<file path="src/design/xbs_pkg.sv">
package xbs_pkg;

    // Default data bytes per block
    localparam int XBS_BLOCK_BYTES = 128;

    // Line control characters
    localparam logic [7:0] CH_SOH = 8'h01;
    localparam logic [7:0] CH_EOT = 8'h04;
    localparam logic [7:0] CH_ACK = 8'h06;
    localparam logic [7:0] CH_NAK = 8'h15;
    localparam logic [7:0] CH_CAN = 8'h18;
    localparam logic [7:0] CH_C   = 8'h43;

    // Input transaction kinds
    localparam logic [1:0] MODE_DATA  = 2'd0;
    localparam logic [1:0] MODE_END   = 2'd1;
    localparam logic [1:0] MODE_REPLY = 2'd2;
    localparam logic [1:0] MODE_TICK  = 2'd3;

    // Config register indexes and reset values
    localparam logic       CFG_START_NUMBER = 1'b0;
    localparam logic       CFG_PAD_BYTE     = 1'b1;
    localparam logic [7:0] START_NUMBER_RST = 8'd1;
    localparam logic [7:0] PAD_BYTE_RST     = 8'd26;

    // CRC-16/X.25, reflected polynomial
    localparam logic [15:0] CRC_POLY = 16'h8408;
    localparam logic [15:0] CRC_INIT = 16'hFFFF;

    typedef enum logic [2:0] {
        PH_COLLECT,
        PH_SENDING,
        PH_AWAIT,
        PH_DONE,
        PH_CANCEL
    } t_phase;

    // What the second stage puts on the line
    typedef enum logic [3:0] {
        EM_NONE,
        EM_EOT,
        EM_SOH,
        EM_NUM,
        EM_INV,
        EM_DATA,
        EM_PAD,
        EM_CRC_LO,
        EM_CRC_HI
    } t_emit;

    function automatic logic [15:0] crc_step(input logic [15:0] crc, input logic [7:0] b);
        logic [15:0] c;
        c = crc ^ {8'h00, b};
        for (int k = 0; k < 8; k++) begin
            c = c[0] ? ((c >> 1) ^ CRC_POLY) : (c >> 1);
        end
        return c;
    endfunction

endpackage

</file>
<file path="src/design/xmodem_block_sender.sv">
// XModem block sender, CRC-16/X.25 check bytes.
// Each input transaction passes the stage 1 register (block buffer read is registered), then the output register.
// Throughput: one input transaction per cycle while the result stream is not stalled, one result per input transaction.
// Reset: synchronous, active low (i_rst_n); clears session state, crc to all ones,
// start_number to 1 and pad_byte to 26. The block buffer is not cleared.
module xmodem_block_sender
    import xbs_pkg::*;
#(
    parameter int BLOCK_BYTES = XBS_BLOCK_BYTES
) (
    input  logic        i_clk,
    input  logic        i_rst_n,
    // config write port
    input  logic        i_cfg_we,
    input  logic        i_cfg_addr,
    input  logic [7:0]  i_cfg_wdata,
    // input stream
    input  logic        s_axis_tvalid,
    output logic        s_axis_tready,
    input  logic [15:0] s_axis_tdata,   // [7:0] data_byte, [15:8] reply_byte
    input  logic [1:0]  s_axis_tuser,   // [1:0] mode
    // result stream
    output logic        m_axis_tvalid,
    input  logic        m_axis_tready,
    output logic [7:0]  m_axis_tdata,   // [7:0] line_byte
    output logic        m_axis_tlast,   // block_end
    output logic [2:0]  m_axis_tuser    // [0] line_valid, [1] finished, [2] cancelled
);

    localparam int AW = $clog2(BLOCK_BYTES);
    localparam int FW = $clog2(BLOCK_BYTES + 1);
    localparam int IW = $clog2(BLOCK_BYTES + 5);

    // ---------------------------------------------------------------
    // Config registers
    // ---------------------------------------------------------------
    logic [7:0] r_start_number;
    logic [7:0] r_pad_byte;

    always_ff @(posedge i_clk) begin
        if (!i_rst_n) begin
            r_start_number <= START_NUMBER_RST;
            r_pad_byte     <= PAD_BYTE_RST;
        end else if (i_cfg_we) begin
            unique case (i_cfg_addr)
                CFG_START_NUMBER: r_start_number <= i_cfg_wdata;
                CFG_PAD_BYTE:     r_pad_byte     <= i_cfg_wdata;
                default:          r_pad_byte     <= r_pad_byte;
            endcase
        end
    end

    // ---------------------------------------------------------------
    // Handshake: two-stage pipe, stage 1 holds emit decision plus the
    // buffer read, stage 2 is the output register (and owns the CRC).
    // ---------------------------------------------------------------
    logic r_p_valid;
    logic r_o_valid;
    logic w_adv;
    logic w_acc;

    assign w_adv         = !r_o_valid || m_axis_tready;
    assign s_axis_tready = !r_p_valid || w_adv;
    assign w_acc         = s_axis_tvalid && s_axis_tready;

    // ---------------------------------------------------------------
    // Session control state
    // ---------------------------------------------------------------
    t_phase         r_phase,  n_phase;
    logic [FW-1:0]  r_fill,   n_fill;
    logic           r_src_done, n_src_done;
    logic [7:0]     r_bn,     n_bn;
    logic [IW-1:0]  r_idx,    n_idx;
    logic           r_go,     n_go;

    // stage 1 next values
    t_emit          n_kind;
    logic [7:0]     n_byte;

    // buffer access
    logic           w_we;
    logic [AW-1:0]  w_waddr;
    logic [AW-1:0]  w_raddr;
    logic           w_re;
    logic [IW-1:0]  w_pos;

    logic [1:0]     w_mode;
    logic [7:0]     w_dbyte;
    logic [7:0]     w_rbyte;
    logic           w_ended;

    assign w_mode  = s_axis_tuser;
    assign w_dbyte = s_axis_tdata[7:0];
    assign w_rbyte = s_axis_tdata[15:8];
    assign w_ended = (r_phase == PH_DONE) || (r_phase == PH_CANCEL);
    assign w_pos   = r_idx - IW'(3);       // data position while sending
    assign w_waddr = r_fill[AW-1:0];
    assign w_raddr = w_pos[AW-1:0];

    always_comb begin
        n_phase    = r_phase;
        n_fill     = r_fill;
        n_src_done = r_src_done;
        n_bn       = r_bn;
        n_idx      = r_idx;
        n_go       = r_go;
        n_kind     = EM_NONE;
        n_byte     = 8'h00;
        w_we       = 1'b0;
        w_re       = 1'b0;

        if (w_acc && !w_ended) begin
            unique case (w_mode)
                MODE_DATA: begin
                    // bytes past the end of source or into a full block are dropped
                    if (!r_src_done && (r_fill < FW'(BLOCK_BYTES))) begin
                        w_we   = 1'b1;
                        n_fill = r_fill + FW'(1);
                    end
                end
                MODE_END: begin
                    n_src_done = 1'b1;
                end
                MODE_REPLY: begin
                    case (w_rbyte) inside
                        CH_CAN: begin
                            n_phase = PH_CANCEL;
                        end
                        CH_NAK, CH_C: begin
                            if (r_phase == PH_COLLECT && !r_go) begin
                                // session start (or re-grant before any block)
                                n_go = 1'b1;
                                n_bn = r_start_number;
                            end else if (r_phase == PH_AWAIT) begin
                                // resend current block
                                n_phase = PH_COLLECT;
                                n_go    = 1'b1;
                            end
                        end
                        CH_ACK: begin
                            if (r_phase == PH_AWAIT) begin
                                n_bn    = r_bn + 8'd1;
                                n_fill  = '0;
                                n_phase = PH_COLLECT;
                                n_go    = 1'b1;
                            end
                        end
                        default: ;
                    endcase
                end
                MODE_TICK: begin
                    if (r_phase == PH_COLLECT && r_go &&
                        ((r_fill == FW'(BLOCK_BYTES)) || r_src_done)) begin
                        n_go = 1'b0;
                        if (r_fill == '0) begin
                            n_kind  = EM_EOT;
                            n_byte  = CH_EOT;
                            n_phase = PH_DONE;
                        end else begin
                            n_kind  = EM_SOH;
                            n_byte  = CH_SOH;
                            n_phase = PH_SENDING;
                            n_idx   = IW'(1);
                        end
                    end else if (r_phase == PH_SENDING) begin
                        n_idx = r_idx + IW'(1);
                        if (r_idx == IW'(1)) begin
                            n_kind = EM_NUM;
                            n_byte = r_bn;
                        end else if (r_idx == IW'(2)) begin
                            n_kind = EM_INV;
                            n_byte = ~r_bn;
                        end else if (r_idx < IW'(BLOCK_BYTES + 3)) begin
                            if (w_pos < IW'(r_fill)) begin
                                n_kind = EM_DATA;
                                w_re   = 1'b1;
                            end else begin
                                n_kind = EM_PAD;
                                n_byte = r_pad_byte;
                            end
                        end else if (r_idx == IW'(BLOCK_BYTES + 3)) begin
                            n_kind = EM_CRC_LO;
                        end else begin
                            n_kind  = EM_CRC_HI;
                            n_phase = PH_AWAIT;
                            n_idx   = '0;
                        end
                    end
                end
                default: ;
            endcase
        end
    end

    always_ff @(posedge i_clk) begin
        if (!i_rst_n) begin
            r_phase    <= PH_COLLECT;
            r_fill     <= '0;
            r_src_done <= 1'b0;
            r_bn       <= START_NUMBER_RST;
            r_idx      <= '0;
            r_go       <= 1'b0;
        end else begin
            r_phase    <= n_phase;
            r_fill     <= n_fill;
            r_src_done <= n_src_done;
            r_bn       <= n_bn;
            r_idx      <= n_idx;
            r_go       <= n_go;
        end
    end

    // ---------------------------------------------------------------
    // Block buffer: one write port (source fill), one registered read
    // port (send). Writes and data reads never share a cycle.
    // ---------------------------------------------------------------
    logic [7:0] r_mem [BLOCK_BYTES];
    logic [7:0] r_mem_q;

    always_ff @(posedge i_clk) begin
        if (w_we) begin
            r_mem[w_waddr] <= w_dbyte;
        end
        if (w_re) begin
            r_mem_q <= r_mem[w_raddr];
        end
    end

    // ---------------------------------------------------------------
    // Stage 1 register
    // ---------------------------------------------------------------
    t_emit      r_p_kind;
    logic [7:0] r_p_byte;
    logic       r_p_fin;
    logic       r_p_can;

    always_ff @(posedge i_clk) begin
        if (!i_rst_n) begin
            r_p_valid <= 1'b0;
        end else if (w_acc) begin
            r_p_valid <= 1'b1;
        end else if (w_adv) begin
            r_p_valid <= 1'b0;
        end
    end

    always_ff @(posedge i_clk) begin
        if (w_acc) begin
            r_p_kind <= n_kind;
            r_p_byte <= n_byte;
            r_p_fin  <= (n_phase == PH_DONE) || (n_phase == PH_CANCEL);
            r_p_can  <= (n_phase == PH_CANCEL);
        end
    end

    // ---------------------------------------------------------------
    // Stage 2: byte select, CRC accumulate, output register
    // ---------------------------------------------------------------
    logic [15:0] r_crc;
    logic [15:0] n_crc;
    logic [7:0]  w_sel;
    logic [7:0]  n_line;
    logic        w_p_move;

    assign w_p_move = r_p_valid && w_adv;
    assign w_sel    = (r_p_kind == EM_DATA) ? r_mem_q : r_p_byte;

    always_comb begin
        n_crc  = r_crc;
        n_line = w_sel;
        case (r_p_kind) inside
            EM_SOH:          n_crc  = CRC_INIT;
            EM_DATA, EM_PAD: n_crc  = crc_step(r_crc, w_sel);
            EM_CRC_LO:       n_line = ~r_crc[7:0];
            EM_CRC_HI:       n_line = ~r_crc[15:8];
            default: ;
        endcase
    end

    logic [7:0] r_o_byte;
    logic       r_o_lv;
    logic       r_o_last;
    logic       r_o_fin;
    logic       r_o_can;

    always_ff @(posedge i_clk) begin
        if (!i_rst_n) begin
            r_o_valid <= 1'b0;
            r_crc     <= CRC_INIT;
        end else if (w_adv) begin
            r_o_valid <= r_p_valid;
            if (r_p_valid) begin
                r_crc <= n_crc;
            end
        end
    end

    always_ff @(posedge i_clk) begin
        if (w_p_move) begin
            r_o_byte <= n_line;
            r_o_lv   <= (r_p_kind != EM_NONE);
            r_o_last <= (r_p_kind == EM_CRC_HI) || (r_p_kind == EM_EOT);
            r_o_fin  <= r_p_fin;
            r_o_can  <= r_p_can;
        end
    end

    assign m_axis_tvalid = r_o_valid;
    assign m_axis_tdata  = r_o_byte;
    assign m_axis_tlast  = r_o_last;
    assign m_axis_tuser  = {r_o_can, r_o_fin, r_o_lv};

    // ---------------------------------------------------------------
    // Assertions
    // ---------------------------------------------------------------
    a_end_sticky: assert property (@(posedge i_clk) disable iff (!i_rst_n)
        (r_phase == PH_DONE || r_phase == PH_CANCEL) |=> (r_phase == $past(r_phase)))
        else $error("ended session left its final phase");

    a_fill_bound: assert property (@(posedge i_clk) disable iff (!i_rst_n)
        r_fill <= FW'(BLOCK_BYTES))
        else $error("fill count beyond block size");

    a_no_fill_while_sending: assert property (@(posedge i_clk) disable iff (!i_rst_n)
        (r_phase == PH_SENDING) |-> !w_we)
        else $error("buffer written during block transmission");

    a_last_is_byte: assert property (@(posedge i_clk) disable iff (!i_rst_n)
        (m_axis_tvalid && m_axis_tlast) |-> m_axis_tuser[0])
        else $error("block end without a line byte");

    a_cancel_fin: assert property (@(posedge i_clk) disable iff (!i_rst_n)
        (m_axis_tvalid && m_axis_tuser[2]) |-> m_axis_tuser[1])
        else $error("cancelled without finished");

endmodule

</file>
<file path="config.mk">
export PLATFORM = sky130hd
export DESIGN_NAME = xmodem_block_sender
export DESIGN_NICKNAME = d
export VERILOG_FILES = /design/src/design/xbs_pkg.sv /design/src/design/xmodem_block_sender.sv
export SDC_FILE = /design/constraint.sdc
export NUM_CORES = 1
export LEC_CHECK = 0
export BUFFER_PORTS_ARGS = -buffer_cell sky130_fd_sc_hd__clkbuf_2
export CAP_MARGIN = 25
export CORE_MARGIN = 1.5
export CORE_UTILIZATION = 50
export DETAILED_ROUTE_END_ITERATION = 8
export GPL_TIMING_DRIVEN = 0
export PLACE_DENSITY = 0.77
export SLEW_MARGIN = 20
export SYNTH_ARGS = -nofsm -noshare
export SYNTH_HDL_FRONTEND = slang
export SYNTH_SLANG_ARGS = --single-unit
</file>
<file path="constraint.sdc">
create_clock -name i_clk -period 4.1 [get_ports i_clk]
set_input_delay 0.41 -clock i_clk [delete_from_list [all_inputs] [get_ports i_clk]]
set_output_delay 0.41 -clock i_clk [all_outputs]
set_load 0.02 [all_outputs]
</file>
==> flow_metrics.env, run 1 <==
export IMPL_drt_iter0_drc=3518
export IMPL_numCtsBuffers=107
export IMPL_dp_hpwl_mm=72.4
export IMPL_grt_start_max_net_pins=100
export IMPL_ys_flop_type="edfxtp_1"
export IMPL_leakagePower_nw=16.3
export IMPL_dieArea_um2=91900
export IMPL_maxSlewHeadroom=0.236
export IMPL_clockPowerShare=0.424
export IMPL_ys_seq_elements=1121
export IMPL_synthesis_nets=2918
export IMPL_fp_row_count=109
export IMPL_ys_types=74
export IMPL_ys_seq_area_frac=0.733
export IMPL_drcViolationCount=0
export IMPL_grt_pass1_wl_mm=165
export IMPL_antenna_found_initial=2
export IMPL_route_vias_total=26600
export IMPL_wl_per_cell_um=25.9
export IMPL_routed_wl_mm=112
export IMPL_clk_path_buf_depth=3
export IMPL_detail_route_antenna_nets=0
export IMPL_setup_viol=7
export IMPL_place_area_um2=47100
export IMPL_switching_power_w=0.00455
export IMPL_fin_crit_ns=4.14
export IMPL_syn_instance_count=2873
export IMPL_track_usage=0.245
export IMPL_area_delta_synth_final_pct=13.6
export IMPL_worst_pin_slew_ns=1.15
export IMPL_worstPathRequired_ns=4.40
export IMPL_initial_core_util=0.508
export IMPL_cp_arrival_ns=4.44
export IMPL_finalPower_w=0.0224
export IMPL_ir_worst_vdd_uv=454
export IMPL_yosysWarnings=0
export IMPL_clkTransAtPathRegs_ns=0.06
export IMPL_grt_ovfl_total=0
export IMPL_swShare=0.203
export IMPL_fp_dieH_um=303
export IMPL_cap_violations=0
export IMPL_path_class="reg2reg"
export IMPL_layout_drive_gt1_share=0.183
export IMPL_power_frac_seq=0.559
export IMPL_place_ws_ns=-1.60
export IMPL_clock_root_buffer="clkbuf_16"
export IMPL_synth_area_um2=45100
export IMPL_drtPass1Iterations=8
export IMPL_design_area_um2=51200
export IMPL_cts_htree_levels=3
export IMPL_fin_worst_skew_ns=0.0610
export IMPL_powerDensity_nw_per_um2=438
export IMPL_fmax_mhz=241
export IMPL_place_congestion=0.962
export IMPL_pin_count=46
export IMPL_rsz0062_at_grt="true"
export IMPL_p_int_w=0.0179
export IMPL_routed_via_density=6.19
export IMPL_io_buffers=43
export IMPL_core_um2=88800
export IMPL_die_w_um=303
export IMPL_clk_latency_ns=0.72
export IMPL_worst_slack_ns=-0.0449
export IMPL_fin_hold_ws_ns=0.0224
export IMPL_finalCritPeriodShare=1.01
export IMPL_clock_sinks=1121
export IMPL_endpoint_kind="flop"
export IMPL_crit_fanout=10
export IMPL_cts_tree="built"
export IMPL_avgSynthCellArea_um2=15.7
export IMPL_combPwrFrac=0.017
export IMPL_synth_async_sr_flop_share=0
export IMPL_hold_viol_final=0
export IMPL_status="finished with violations"
export IMPL_worstSetupStartpointType="flop"
export IMPL_hp_class="in2reg"
export IMPL_violations="negative setup slack"
export IMPL_synth_edf_count=1058
export IMPL_final_nets=3089
export IMPL_slew_viol_final=0
export IMPL_grt_pass1_vias=25900
==> metrics by stage <==
stage          cells  TNS, ns   util
6_report        4300   -0.135  0.577
3_3_place_gp    4081  -236.81  0.526
4_1_cts         4298    -7.01  0.572
2_1_floorplan   2873        0      -
3_5_place_dp    4096  -142.77  0.531
5_1_grt         4297   -12.75  0.577
==> registers in the layout (all words and copies together) (netlist names), 3 cells and up <==
| name | cells |
|---|---|
| r_mem | 1024 |
| r_crc | 16 |
| m_axis_tdata | 8 |
| r_bn | 8 |
| r_fill | 8 |
| r_idx | 8 |
| r_mem_q | 8 |
| r_p_byte | 8 |
| r_pad_byte | 8 |
| r_start_number | 8 |
| r_p_kind | 4 |
| r_phase | 3 |
==> cells by family after synthesis <==
| kind of cell | after synthesis | share of synthesized area |
|---|---|---|
| DFF | 1121 | 0.733 |
| xor gates and xnor gates | 36 | 0.00716 |
| AOI/OAI and AO/OA | 303 | 0.0471 |
| muxes | 213 | 0.0962 |
| adders and majority gates | 13 | 0.00361 |
| buffers and inverters | 194 | 0.0179 |
| and+or+nand+nor | 993 | 0.0949 |
==> worst max-delay path: stages, from the launching register on <==
cell,delay [ns]
dfxtp_1,0.30
clkbuf_1,0.32
or3b_2,0.20
o2111ai_1,0.41
nor3_2,0.57
nand3_1,0.72
clkbuf_2,0.64
nor2_2,0.58
==> power by group through the flow <==
| stage | clock, W | combinational [W] | sequential, W |
|---|---|---|---|
| global placement | 0 | 0.000318 | 0.0128 |
| CTS | 0.00956 | 0.000372 | 0.0125 |
| finish | 0.00951 | 0.000375 | 0.0125 |
| detailed placement | 0 | 0.000366 | 0.0128 |
| floorplan | 0 | 0.0000943 | 0.0128 |
| global route | 0.00998 | 0.000405 | 0.0125 |
==> synth_stat cells, types with 11 or more instances <==
master    instances  share of area
xnor2_1          18         0.0035
edfxtp_1       1058           0.71
ha_1             13         0.0036
inv_1            22         0.0018
nor3_1           12         0.0013
a21oi_1          49         0.0054
a31oi_1          64         0.0089
o22a_1           17         0.0033
buf_2            35         0.0039
a211oi_1         23         0.0038
nor2_1          248          0.021
clkbuf_1        106         0.0088
buf_1            23         0.0019
dfxtp_1          63          0.028
mux2i_1          36         0.0080
nand3_1         159          0.018
mux4_2          176          0.088
a41o_1           16         0.0036
o22ai_1          18         0.0025
nand2b_1         12         0.0017
and2_1           20         0.0028
nand4_1          11         0.0015
o21ai_0          32         0.0036
xor2_1           17         0.0033
a32oi_1          24         0.0047
nand2_1         471          0.039
==> placed cells by master (no fill, tap or decap), types with 12 or more instances in the layout <==
cell | Yosys | routed
xor2_1 | 17 | 17
o22a_1 | 17 | 17
clkbuf_16 | 0 | 108
mux4_2 | 176 | 176
buf_4 | 3 | 13
and2_1 | 20 | 20
clkbuf_2 | 0 | 54
clkinv_2 | 0 | 20
a21oi_1 | 49 | 49
buf_2 | 35 | 35
ha_1 | 13 | 13
nand2_1 | 471 | 468
nor2_2 | 0 | 38
nor2_1 | 248 | 194
inv_1 | 22 | 22
clkinv_1 | 0 | 23
a32oi_1 | 24 | 19
buf_1 | 23 | 12
edfxtp_1 | 1058 | 1058
nand3_1 | 159 | 156
dfxtp_1 | 63 | 62
o21ai_0 | 32 | 31
a31oi_1 | 64 | 50
mux2i_1 | 36 | 36
nand2b_1 | 12 | 12
a211oi_1 | 23 | 21
xnor2_1 | 18 | 17
a41o_1 | 16 | 16
nor2_4 | 0 | 16
o22ai_1 | 18 | 13
clkbuf_1 | 106 | 109
a31oi_2 | 0 | 13
==> cell type report <==
type                    count  area [µm²]
multi-input cells        1558       11800
plain buffers             167         797
flip-flops and latches   1121       33000
inverters                  24        92.6
clock buffers             138        2830
clock inverters            59         536
repair buffers             65         644
well taps                1165        1460
diodes                      3        7.51
fillers                  6478       37600
==> path summary, 6_finish.rpt <==
path | start | to | slack, ns | cells after the start
setup / recovery | r_phase[1] | r_mem[97][4] | -0.04 | 7
hold / removal | i_cfg_wdata[0] | r_start_number[0] | 0.02 | 3
setup reg to reg | r_phase[1] | r_mem[97][4] | -0.04 | 7
hold reg to reg | r_p_fin | r_o_fin | 0.42 | 0
==> routing by layer <==
metal	vias to the layer above	GRT usage	wire (µm)
met5	-	0	0
met4	0	0.103	4280
met3	248	0.0560	12000
met2	1605	0.381	52800
met1	13300	0.335	42500
li1	11400	-	-
==> repair_timing <==
action,in CTS,in global routing
hold buffers,5,0
endpoints found under the setup margin,570,592
gates resized for setup,91,108
pin swaps,3,3
buffers inserted,1,0
endpoints found under the hold margin,8,0
Note: power is estimated with default switching activity, not from simulation.
==> inputs of run 2 (changes only) <==
GPL_TIMING_DRIVEN = unset   (was 0)
clock period = 3.55 ns   (was 4.1 ns; I/O delays follow)
==> flow_metrics.env, run 2 (synthesis gave the netlist of run 1 again) <==
export IMPL_drtPass1Iterations=7
export IMPL_post_cts_setup_buffers=0
export IMPL_final_cell_mix="edfxtp_1, nand2_1, nor2_1"
export IMPL_worst_pin_slew_ns=1.05
export IMPL_worstHoldStart="i_rst_n"
export IMPL_status="completed"
export IMPL_worstPathRequired_ns=3.96
export IMPL_powerDensity_nw_per_um2=522
export IMPL_cts_tree="built"
export IMPL_drt_iter0_drc=3883
export IMPL_min_path_cells=3
export IMPL_crit_chain="inv_1 -> ha_4 -> buf_16 -> mux4_2 -> nor2_1 -> nor2_1 -> o22a_1 -> a31oi_1 -> a311oi_1"
export IMPL_rsz0062_at_grt="false"
export IMPL_clockPowerShare=0.441
export IMPL_layout_drive_gt1_share=0.178
export IMPL_grt_start_max_net_pins=152
export IMPL_swShare=0.197
export IMPL_cp_arrival_ns=3.87
export IMPL_clk_path_buf_depth=3
export IMPL_routed_via_density=6.20
export IMPL_grt_ovfl_total=0
export IMPL_dp_hpwl_mm=65.3
export IMPL_switching_power_w=0.00526
export IMPL_nFillCells=6393
export IMPL_track_usage=0.238
export IMPL_final_nets=3057
export IMPL_hold_end="r_crc[11]"
export IMPL_antenna_found_initial=1
export IMPL_p_int_w=0.0214
export IMPL_clkTransAtPathRegs_ns=0.06
export IMPL_setup_viol=0
export IMPL_pin_count=46
export IMPL_reg_largest_list="r_mem: 1024 flops, r_crc: 16 flops"
export IMPL_initial_core_util=0.508
export IMPL_wl_per_cell_um=25.5
export IMPL_path_class="reg2reg"
export IMPL_clock_sinks=1121
export IMPL_endpoint_kind="flop"
export IMPL_power_frac_seq=0.544
export IMPL_cap_violations=0
export IMPL_fin_worst_skew_ns=0.0309
export IMPL_hold_viol_final=0
export IMPL_finalPower_w=0.0267
export IMPL_worstSetupStartpointType="flop"
export IMPL_rrSetupSlack_ns=0.09
export IMPL_crit_fanout=151
export IMPL_hp_class="in2reg"
export IMPL_dieArea_um2=91900
export IMPL_grt_pass1_vias=26100
export IMPL_slew_viol_final=0
export IMPL_finalCritPeriodShare=0.975
export IMPL_combPwrFrac=0.015
export IMPL_path_delay_family="compound AO/OA/AOI/OAI gates"
export IMPL_core_um2=88800
export IMPL_fp_dieH_um=303
export IMPL_io_buffers=45
export IMPL_worst_path_buf_inv=2
export IMPL_clock_root_buffer="clkbuf_16"
export IMPL_detail_route_antenna_nets=0
export IMPL_fin_crit_ns=3.46
export IMPL_timing_rr_end="r_mem_q[4]"
export IMPL_path_common_cell="nor2_1"
export IMPL_cts_htree_levels=3
export IMPL_setup_tns_ns=0
export IMPL_grt_pass1_wl_mm=164
export IMPL_place_congestion=0.945
export IMPL_numCtsBuffers=107
export IMPL_routed_wl_mm=109
export IMPL_final_common_cell="edfxtp_1"
export IMPL_fp_row_count=109
export IMPL_fmax_mhz=289
export IMPL_top_register="r_mem"
export IMPL_r2r_start="r_idx[0]"
export IMPL_drcViolationCount=0
export IMPL_largest_reg_flops=1024
export IMPL_ir_worst_vdd_uv=403
export IMPL_cp_slowest_cell="a31oi_1"
export IMPL_die_w_um=303
export IMPL_maxSlewHeadroom=0.303
export IMPL_leakagePower_nw=16.6
export IMPL_route_vias_total=26500
export IMPL_clk_latency_ns=0.70
export IMPL_max_stage_delay_ns=0.60
export IMPL_reg2regPathDepth=9
export IMPL_area_delta_synth_final_pct=13.4
-- run 2: changes by cell type in the layout (fill, tap and decap cells not counted), moves of 11 or more --
cell and change:
nor2_4 -15, a31oi_1 +13, buf_2 -34, bufinv_16 +11
buf_4 +127, nor2_1 +50, a31oi_2 -12, nor2_2 -35
buf_12 +11, buf_1 -12, clkbuf_1 -88, clkbuf_2 -17
-- run 2: stage by stage --
stage | hold slack, ns | area (µm²) | utilization | worst slack (ns) | cells
5_1_grt | 0.0445 | 51100 | 0.576 | 0.00405 | 4269
6_report | 0.0522 | 51100 | 0.576 | 0.0888 | 4270
4_1_cts | 0.0268 | 51100 | 0.576 | 0.113 | 4270
2_1_floorplan | 0.400 | 45100 | - | 0.00229 | 2873
3_3_place_gp | 0.436 | 47400 | 0.533 | 0.236 | 4058
3_5_place_dp | 0.442 | 47400 | 0.534 | 0.126 | 4059
-- run 2: worst max path at each step --
stage | from | end | cells after the start
after floorplan | r_idx[0] | r_mem_q[0] | 13
after global placement | r_idx[0] | r_mem_q[2] | 10
after detailed placement | r_idx[0] | r_mem_q[4] | 10
after CTS | r_idx[0] | r_mem_q[4] | 10
after global routing | r_idx[2] | r_p_byte[2] | 10
final | r_idx[0] | r_mem_q[4] | 9
-- run 2: repair_timing --
item	4_1_cts	5_1_grt
gates resized for setup	0	1
hold buffers	10	0
setup endpoints to repair	0	2
endpoints found under the hold margin	18	0
-- run 2: tightest hold or removal path, cell delays in order --
cell      delay (ns)
clkbuf_2        0.08
buf_4           0.21
nand2_1         0.07
-- run 2: layer usage --
layer	GRT usage	vias to the layer above	part of all wire
met1	0.326	13300	0.38
met5	0	-	0
met4	0.0945	0	0.041
met3	0.0446	256	0.10
li1	-	11300	-
met2	0.382	1607	0.48
-- run 2: area by class of cell --
cell class                      count  area, µm²  share of cell area
Sequential cell                  1121      33000               0.646
Multi-Input combinational cell   1558      11300               0.221
Clock buffer                      130       2780              0.0545
Timing Repair Buffer              200       1590              0.0311
Tap cell                         1165       1460              0.0285
Clock inverter                     71        846              0.0166
Inverter                           24       97.6             0.00191
Antenna cell                        1       2.50           0.0000490
-- run 2: power groups by stage --
stage	clock (W)	sequential, W	combinational [W]
2_1_floorplan	0	0.0148	0.000109
3_3_place_gp	0	0.0148	0.000386
3_5_place_dp	0	0.0148	0.000401
4_1_cts	0.0119	0.0145	0.000411
5_1_grt	0.0124	0.0145	0.000443
6_report	0.0118	0.0145	0.000411
